--- config.mk ---
export PLATFORM = sky130hd
export DESIGN_NAME = timer_pool_controller_top
export DESIGN_NICKNAME = d
export VERILOG_FILES = /design/src/tpc_pkg.sv /design/src/timer_pool_controller_top.sv /design/src/tpc_in_stage.sv /design/src/tpc_slot_bank.sv /design/src/tpc_out_stage.sv
export SDC_FILE = /design/constraint.sdc
export NUM_CORES = 1
export LEC_CHECK = 0
export BUFFER_PORTS_ARGS = -buffer_cell sky130_fd_sc_hd__buf_2
export CAP_MARGIN = 30
export CORE_ASPECT_RATIO = 0.6
export CORE_MARGIN = 2
export CORE_UTILIZATION = 39
export CTS_CLUSTER_DIAMETER = 50
export DETAILED_ROUTE_END_ITERATION = 10
export GPL_ROUTABILITY_DRIVEN = 0
export HOLD_SLACK_MARGIN = 0.1
export PLACE_DENSITY_LB_ADDON = 0.08
export SLEW_MARGIN = 20
export SYNTH_ARGS = -nofsm -noshare
export SYNTH_HDL_FRONTEND = slang
export SYNTH_SLANG_ARGS = --single-unit
--- constraint.sdc ---
create_clock -name clk -period 11.3 [get_ports clk]
set_input_delay 0 -clock clk [delete_from_list [all_inputs] [get_ports clk]]
set_output_delay 0 -clock clk [all_outputs]
set_load 0.05 [all_outputs]
--- src/tpc_pkg.sv ---
// ============================================================================
// Timer pool controller package
// Request and phase codes, and the items passed between the pipeline stages.
// ============================================================================
`default_nettype none

package tpc_pkg;

  localparam int TICK_W     = 32;
  localparam int SLOT_IDX_W = 3;
  localparam int ADDR_MAX   = 8;

  typedef enum logic [2:0] {
    REQ_TICK    = 3'd0,
    REQ_CREATE  = 3'd1,
    REQ_START   = 3'd2,
    REQ_CHECK   = 3'd3,
    REQ_STOP    = 3'd4,
    REQ_DESTROY = 3'd5
  } req_t;

  typedef enum logic [1:0] {
    PH_IDLE  = 2'd0,
    PH_DELAY = 2'd1,
    PH_RUN   = 2'd2,
    PH_FIRED = 2'd3
  } phase_t;

  typedef struct packed {
    req_t                    req_type;
    logic [SLOT_IDX_W-1:0]   slot_index;
    logic [TICK_W-1:0]       delay_ticks;
    logic [TICK_W-1:0]       period_ticks;
    logic                    repeat_enable;
    logic [TICK_W-1:0]       fire_offset;
  } req_item_t;

  typedef struct packed {
    logic                    op_failed;
    logic [SLOT_IDX_W-1:0]   granted_slot;
    phase_t                  timer_phase;
  } rsp_item_t;

endpackage

`default_nettype wire

--- src/timer_pool_controller_top.sv ---
// ============================================================================
// Timer pool controller
// Pool of timer slots on a shared wrapping 32-bit tick counter.
// ============================================================================
// Takes one request item per clock unless a result is stalled, and returns
// exactly one result item for each, in order. A request is held in the input
// register and passes through the slot decode into the result register once
// that register has space. A result that is not taken holds both registers.
// State lives in flip-flops, so there is no clearing pass after reset. Only
// slots 0 to 7 are addressable; NUM_SLOTS sets how many of those exist.
`default_nettype none

module timer_pool_controller_top #(
  parameter int NUM_SLOTS = 8
) (
  input  wire logic                           clk,
  input  wire logic                           rst_n,
  input  wire logic                           in_valid,
  output logic                                in_ready,
  input  wire logic [2:0]                     in_req_type,
  input  wire logic [tpc_pkg::SLOT_IDX_W-1:0] in_slot_index,
  input  wire logic [tpc_pkg::TICK_W-1:0]     in_delay_ticks,
  input  wire logic [tpc_pkg::TICK_W-1:0]     in_period_ticks,
  input  wire logic                           in_repeat_enable,
  output logic                                out_valid,
  input  wire logic                           out_ready,
  output logic                                out_op_failed,
  output logic [tpc_pkg::SLOT_IDX_W-1:0]      out_granted_slot,
  output logic [1:0]                          out_timer_phase
);

  localparam int ADDR_SLOTS = (NUM_SLOTS < tpc_pkg::ADDR_MAX) ? NUM_SLOTS : tpc_pkg::ADDR_MAX;

  tpc_pkg::req_item_t req;
  tpc_pkg::rsp_item_t rsp;
  logic               take;
  logic               space;

  tpc_in_stage u_in (
    .clk              (clk),
    .rst_n            (rst_n),
    .in_valid         (in_valid),
    .in_ready         (in_ready),
    .in_req_type      (in_req_type),
    .in_slot_index    (in_slot_index),
    .in_delay_ticks   (in_delay_ticks),
    .in_period_ticks  (in_period_ticks),
    .in_repeat_enable (in_repeat_enable),
    .space            (space),
    .take             (take),
    .req              (req)
  );

  tpc_slot_bank #(
    .ADDR_SLOTS (ADDR_SLOTS)
  ) u_bank (
    .clk   (clk),
    .rst_n (rst_n),
    .take  (take),
    .req   (req),
    .rsp   (rsp)
  );

  tpc_out_stage u_out (
    .clk              (clk),
    .rst_n            (rst_n),
    .take             (take),
    .rsp              (rsp),
    .space            (space),
    .out_valid        (out_valid),
    .out_ready        (out_ready),
    .out_op_failed    (out_op_failed),
    .out_granted_slot (out_granted_slot),
    .out_timer_phase  (out_timer_phase)
  );

endmodule

`default_nettype wire

--- src/tpc_in_stage.sv ---
// ============================================================================
// Timer pool controller input register
// Holds one accepted request item and its delay plus period offset.
// ============================================================================
`default_nettype none

module tpc_in_stage (
  input  wire logic                           clk,
  input  wire logic                           rst_n,
  input  wire logic                           in_valid,
  output logic                                in_ready,
  input  wire logic [2:0]                     in_req_type,
  input  wire logic [tpc_pkg::SLOT_IDX_W-1:0] in_slot_index,
  input  wire logic [tpc_pkg::TICK_W-1:0]     in_delay_ticks,
  input  wire logic [tpc_pkg::TICK_W-1:0]     in_period_ticks,
  input  wire logic                           in_repeat_enable,
  input  wire logic                           space,
  output logic                                take,
  output tpc_pkg::req_item_t                  req
);

  tpc_pkg::req_item_t req_r;
  logic               valid_r;

  assign take     = valid_r && space;
  assign in_ready = !valid_r || space;
  assign req      = req_r;

  always_ff @(posedge clk) begin
    if (!rst_n) begin
      valid_r <= 1'b0;
    end else if (in_valid && in_ready) begin
      valid_r <= 1'b1;
    end else if (take) begin
      valid_r <= 1'b0;
    end
  end

  always_ff @(posedge clk) begin
    if (in_valid && in_ready) begin
      req_r.req_type      <= tpc_pkg::req_t'(in_req_type);
      req_r.slot_index    <= in_slot_index;
      req_r.delay_ticks   <= in_delay_ticks;
      req_r.period_ticks  <= in_period_ticks;
      req_r.repeat_enable <= in_repeat_enable;
      req_r.fire_offset   <= in_delay_ticks + in_period_ticks;
    end
  end

endmodule

`default_nettype wire

--- src/tpc_slot_bank.sv ---
// ============================================================================
// Timer pool controller slot bank
// Tick counter and slot state; decodes one request and updates the pool.
// ============================================================================
`default_nettype none

module tpc_slot_bank #(
  parameter int ADDR_SLOTS = 8
) (
  input  wire logic               clk,
  input  wire logic               rst_n,
  input  wire logic               take,
  input  wire tpc_pkg::req_item_t req,
  output tpc_pkg::rsp_item_t      rsp
);

  logic [tpc_pkg::TICK_W-1:0] tick_count_r, tick_count_nxt;
  logic [ADDR_SLOTS-1:0]      alloc_r, alloc_nxt;
  logic [ADDR_SLOTS-1:0]      run_r, run_nxt;
  logic [ADDR_SLOTS-1:0]      rep_r, rep_nxt;

  logic [tpc_pkg::TICK_W-1:0] end_delay_r [ADDR_SLOTS];
  logic [tpc_pkg::TICK_W-1:0] end_fire_r  [ADDR_SLOTS];
  logic [tpc_pkg::TICK_W-1:0] period_r    [ADDR_SLOTS];

  logic [ADDR_SLOTS-1:0]      hit;
  logic                       in_pool;
  logic                       sel_alloc, sel_run;
  logic [tpc_pkg::TICK_W-1:0] sel_end_delay, sel_end_fire, sel_period;
  logic                       found;
  logic [tpc_pkg::SLOT_IDX_W-1:0] free_idx;
  logic [ADDR_SLOTS-1:0]      free_hit;
  logic [ADDR_SLOTS-1:0]      wr_en;
  logic [tpc_pkg::TICK_W-1:0] wr_end_delay, wr_end_fire, wr_period;

  always_comb begin
    hit           = '0;
    free_hit      = '0;
    found         = 1'b0;
    free_idx      = '0;
    sel_end_delay = '0;
    sel_end_fire  = '0;
    sel_period    = '0;
    for (int s = 0; s < ADDR_SLOTS; s++) begin
      hit[s] = (req.slot_index == tpc_pkg::SLOT_IDX_W'(s));
      if (hit[s]) begin
        sel_end_delay = end_delay_r[s];
        sel_end_fire  = end_fire_r[s];
        sel_period    = period_r[s];
      end
      if (!alloc_r[s] && !found) begin
        found       = 1'b1;
        free_idx    = tpc_pkg::SLOT_IDX_W'(s);
        free_hit[s] = 1'b1;
      end
    end
    in_pool   = |hit;
    sel_alloc = |(hit & alloc_r);
    sel_run   = |(hit & run_r);
  end

  always_comb begin
    tick_count_nxt = tick_count_r;
    alloc_nxt      = alloc_r;
    run_nxt        = run_r;
    rep_nxt        = rep_r;
    wr_en          = '0;
    wr_end_delay   = tick_count_r;
    wr_end_fire    = tick_count_r + sel_period;
    wr_period      = sel_period;
    rsp            = '0;
    unique case (req.req_type)
      tpc_pkg::REQ_TICK: begin
        tick_count_nxt = tick_count_r + tpc_pkg::TICK_W'(1);
      end
      tpc_pkg::REQ_CREATE: begin
        rsp.op_failed = !found;
        if (found) begin
          rsp.granted_slot = free_idx;
          alloc_nxt        = alloc_r | free_hit;
          run_nxt          = run_r & ~free_hit;
          rep_nxt          = rep_r & ~free_hit;
        end
      end
      tpc_pkg::REQ_START: begin
        if (!in_pool || !sel_alloc || sel_run) begin
          rsp.op_failed = 1'b1;
        end else begin
          wr_en        = hit;
          wr_end_delay = tick_count_r + req.delay_ticks;
          wr_end_fire  = tick_count_r + req.fire_offset;
          wr_period    = req.period_ticks;
          run_nxt      = run_r | hit;
          rep_nxt      = req.repeat_enable ? (rep_r | hit) : (rep_r & ~hit);
        end
      end
      tpc_pkg::REQ_CHECK: begin
        if (in_pool && sel_alloc && sel_run) begin
          if (tick_count_r < sel_end_delay) begin
            rsp.timer_phase = tpc_pkg::PH_DELAY;
          end else if (tick_count_r < sel_end_fire) begin
            rsp.timer_phase = tpc_pkg::PH_RUN;
          end else begin
            rsp.timer_phase = tpc_pkg::PH_FIRED;
            if (|(hit & rep_r)) begin
              wr_en = hit;
            end else begin
              alloc_nxt = alloc_r & ~hit;
            end
          end
        end
      end
      tpc_pkg::REQ_STOP: begin
        run_nxt = run_r & ~hit;
      end
      tpc_pkg::REQ_DESTROY: begin
        alloc_nxt = alloc_r & ~hit;
      end
      default: begin
      end
    endcase
  end

  always_ff @(posedge clk) begin
    if (!rst_n) begin
      tick_count_r <= '0;
      alloc_r      <= '0;
      run_r        <= '0;
      rep_r        <= '0;
    end else if (take) begin
      tick_count_r <= tick_count_nxt;
      alloc_r      <= alloc_nxt;
      run_r        <= run_nxt;
      rep_r        <= rep_nxt;
    end
  end

  always_ff @(posedge clk) begin
    for (int s = 0; s < ADDR_SLOTS; s++) begin
      if (take && wr_en[s]) begin
        end_delay_r[s] <= wr_end_delay;
        end_fire_r[s]  <= wr_end_fire;
        period_r[s]    <= wr_period;
      end
    end
  end

endmodule

`default_nettype wire

--- src/tpc_out_stage.sv ---
// ============================================================================
// Timer pool controller result register
// Holds one result item until the consumer takes it.
// ============================================================================
`default_nettype none

module tpc_out_stage (
  input  wire logic                           clk,
  input  wire logic                           rst_n,
  input  wire logic                           take,
  input  wire tpc_pkg::rsp_item_t             rsp,
  output logic                                space,
  output logic                                out_valid,
  input  wire logic                           out_ready,
  output logic                                out_op_failed,
  output logic [tpc_pkg::SLOT_IDX_W-1:0]      out_granted_slot,
  output logic [1:0]                          out_timer_phase
);

  tpc_pkg::rsp_item_t rsp_r;
  logic               valid_r;

  assign space            = !valid_r || out_ready;
  assign out_valid        = valid_r;
  assign out_op_failed    = rsp_r.op_failed;
  assign out_granted_slot = rsp_r.granted_slot;
  assign out_timer_phase  = rsp_r.timer_phase;

  always_ff @(posedge clk) begin
    if (!rst_n) begin
      valid_r <= 1'b0;
    end else if (take) begin
      valid_r <= 1'b1;
    end else if (out_ready) begin
      valid_r <= 1'b0;
    end
  end

  always_ff @(posedge clk) begin
    if (take) begin
      rsp_r <= rsp;
    end
  end

endmodule

`default_nettype wire

==> results_dict.tcl <==
set metrics [dict create \
    cts_tree "yes" \
    post_route_cells_drive_above_1_share_pct 12.5 \
    grt_use_met3_pct 6.60 \
    maxCapViolCount 0 \
    insertion_delay_ns 0.72 \
    power_mw 7.74 \
    pin_count 83 \
    cp_data_required_time_ns 11.62 \
    syn_nets 3564 \
    crit_top_cell "buf_4" \
    met1_usage_pct 37.3 \
    yosys_warnings 0 \
    viasPerCell 5.77 \
    start_util_pct 39.2 \
    htreeDepth 3 \
    ir_worst_vdd_uv 116 \
    post-route-period-util_pct 69.3 \
    endpoint_kind "flip-flop" \
    skew_ns 0.0239 \
    grt_pass1_vias 29100 \
    dp.final_hpwl_mm 95.1 \
    drtPass1Iterations 5 \
    fin_tns_setup_ns 0 \
    final_cells 5169 \
    nets 3851 \
    status "completed" \
    drt-total-wl_mm 144 \
    drtAntennaViolNets 0 \
    crit_chain "buf_4 > buf_4 > and3_4 > buf_4 > a21oi_1 > ha_1 > nand3_1 > or2_1 > nor4_1 > o21ai_0 > o211ai_1 > o31ai_2 > o31ai_1 > nand4b_2 > nor2_4 > buf_4" \
    cp_slowest_cell "buf_4" \
    ys_seq_elements 935 \
    placementRows 95 \
    path_delay_family "buffers and inverters" \
    ys.flop_type "edfxtp_1" \
    path_max_fanout 48 \
    postLayoutCellArea_sq_mm 0.0509 \
    criticalPathCategory "flip-flop to flip-flop" \
    synth_edf_count 877 \
    dp.cells 4835 \
    finalHoldViolCount 0 \
    grt_pass1_wl_mm 206 \
    grt_setup_unrepaired "false" \
    die-height_um 263 \
    busiest_layer "met1" \
    powerDensity_mw_per_mm2 152 \
    finalCriticalPeriod_ns 7.84 \
    fillers 10000 \
    cts_root_buf "clkbuf_16" \
    hp-class "primary input to flip-flop" \
    synth_seq_area_share_pct 62.9 \
    synthCells 3298 \
    numPortBuffers 82 \
    timing_worst_slew_pin_value_ns 1.09 \
    p_leak_nw 18.8 \
    maxSlewHeadroom_pct 26.7 \
    netlist_area_sq_mm 0.0437 \
    grtUsageMet2_pct 34.8 \
    antenna_found_initial 6 \
    cts_num_sinks 935 \
    syn_avg_cell_area_sq_um 13.3 \
    drt_iter0_drc 3230 \
    clock.fmax_mhz 128 \
    cts_inserted_buffers 98 \
    areaGrowthSynthToFinish_pct 16.5 \
    path_buf_inv 4 \
    wl_per_cell_um 27.9 \
    num_vias 29800 \
    utilization_pct 45.7 \
    reg2reg_slack_ns 3.46 \
    placed_cell_area_sq_mm 0.0463 \
    die_area_sq_mm 0.115 \
    die_w_um 436 \
    grtUsageTotal_pct 24.8 \
    ys_types 85 \
    cts.reportedPaths.clkPinSlew_ns 0.06 \
    crit_path_start_kind "flip-flop" \
    grt_overflow 0 \
    finalSetupViolCount 0 \
    async_flop_share_pct 0 \
    drc 0 \
    cts_buffer_depth 3 \
    core_area_sq_mm 0.111 \
    slew_violations 0 \
    grt_max_degree 85 \
    critical_path_arrival_ns 8.16 \
    slowest_delay_ns 0.77 \
]
-- area by class of cell --
class	instances	area (sq um)	area share, %
multi-input combinational	2154	15500	30.4
sequential	935	27500	54.0
antenna	3	7.51	0.0147
clock buffer	123	2630	5.16
clock inverter	55	531	1.04
timing repair buffer	332	2640	5.19
tap	1503	1880	3.69
inverter	64	240	0.472
-- routing by layer --
| layer | vias up | part of all wire [%] | wire length (um) |
|---|---|---|---|
| met5 | - | 0 | 0 |
| met4 | 0 | 3.1 | 4450 |
| met3 | 204 | 9.1 | 13200 |
| met2 | 1237 | 41 | 59200 |
| met1 | 15000 | 47 | 67500 |
| li1 | 13400 | - | - |
-- power breakdown --
part	switching [mW]	internal, mW	leakage [nW]	total [mW]
clock	1.42	1.82	1.53	3.24
combinational	0.419	0.225	8.15	0.643
sequential	0.0201	3.84	9.09	3.86
-- timing repair --
action / 4_1_cts / 5_1_grt
setup buffers: 0 / 0
endpoints found under the hold margin: 203 / 0
gates resized for setup: 0 / 0
hold buffers: 137 / 0
-- worst reg2reg max path: stages (launching register included) --
cell	delay, ns
edfxtp_1	0.40
buf_4	0.66
buf_4	0.65
and3_4	0.51
buf_4	0.72
a21oi_1	0.22
ha_1	0.34
nand3_1	0.13
or2_1	0.30
nor4_1	0.59
o21ai_0	0.18
o211ai_1	0.28
o31ai_2	0.16
o31ai_1	0.26
nand4b_2	0.50
nor2_4	0.72
buf_4	0.77
-- kinds of logic after synthesis --
kind of cell / synth area share [%]
flip-flops: 62.9
XOR/XNOR: 2.46
adder cells (fa/ha/maj): 5.54
AO/OA/AOI/OAI: 13.6
buffers and inverters: 1.95
AND/OR/NAND/NOR: 7.77
multiplexers: 5.79
-- worst paths after layout --
check,end,start,cells after the start
max,u_bank.end_delay_r[1][12],u_in.req[99],16
min,u_in.req[67],in_delay_ticks[2],2
max reg2reg,u_bank.end_delay_r[1][12],u_in.req[99],16
min reg2reg,u_bank.run_r[3],u_bank.run_r[3],2
-- registers in the layout (all words and copies together), names as in the netlist, named ones only --
signal and count:
u_out.out_valid 1, u_bank.alloc_r 8, u_bank.run_r 8, u_in.valid_r 1
u_bank.end_delay_r 256, u_out.out_op_failed 1, u_bank.tick_count_r 32, u_out.out_granted_slot 3
u_bank.period_r 256, u_out.out_timer_phase 2, u_bank.end_fire_r 256, u_in.req 103
-- synthesized netlist by cell type, drive strengths merged (62+ instances only) --
| cell type | count | share of area [%] |
|---|---|---|
| a21oi | 250 | 2.9 |
| a22oi | 67 | 1.2 |
| clkbuf | 87 | 0.75 |
| edfxtp | 877 | 60 |
| ha | 187 | 5.4 |
| inv | 63 | 0.54 |
| mux2i | 120 | 2.7 |
| nand2 | 227 | 2.0 |
| nor2 | 207 | 1.8 |
| o21a | 62 | 1.1 |
| o21ai | 250 | 2.9 |
| o221ai | 63 | 1.3 |
| xnor2 | 79 | 1.6 |
-- metrics by stage --
step / setup slack [ns] / hold WS (ns)
finish: 3.46 / 0.171
global route: 3.01 / 0.135
CTS: 3.39 / 0.109
detailed placement: 3.45 / 0.184
global placement: 3.47 / 0.183
floorplan: 2.55 / 0.0989
-- layout by cell type, fill, tap and decap left out, types with 33 or more instances in the layout --
cell / Yosys / final
mux4_2: 52 / 52
xnor2_1: 79 / 79
inv_1: 62 / 62
nand3_1: 57 / 57
dlygate4sd3_1: 0 / 137
dfxtp_1: 58 / 58
mux2i_1: 120 / 120
xor2_1: 44 / 44
clkbuf_16: 0 / 100
nor2_1: 206 / 197
a22oi_1: 67 / 67
nand2_1: 225 / 223
o21a_1: 62 / 62
buf_4: 0 / 86
nor2b_1: 37 / 33
o221ai_1: 63 / 63
a21oi_1: 250 / 250
a21o_1: 60 / 60
a31oi_1: 39 / 39
o21ai_0: 232 / 221
edfxtp_1: 877 / 877
ha_1: 187 / 187
nor3_1: 36 / 35
buf_2: 37 / 101
Note: power is estimated with default switching activity, not from simulation.
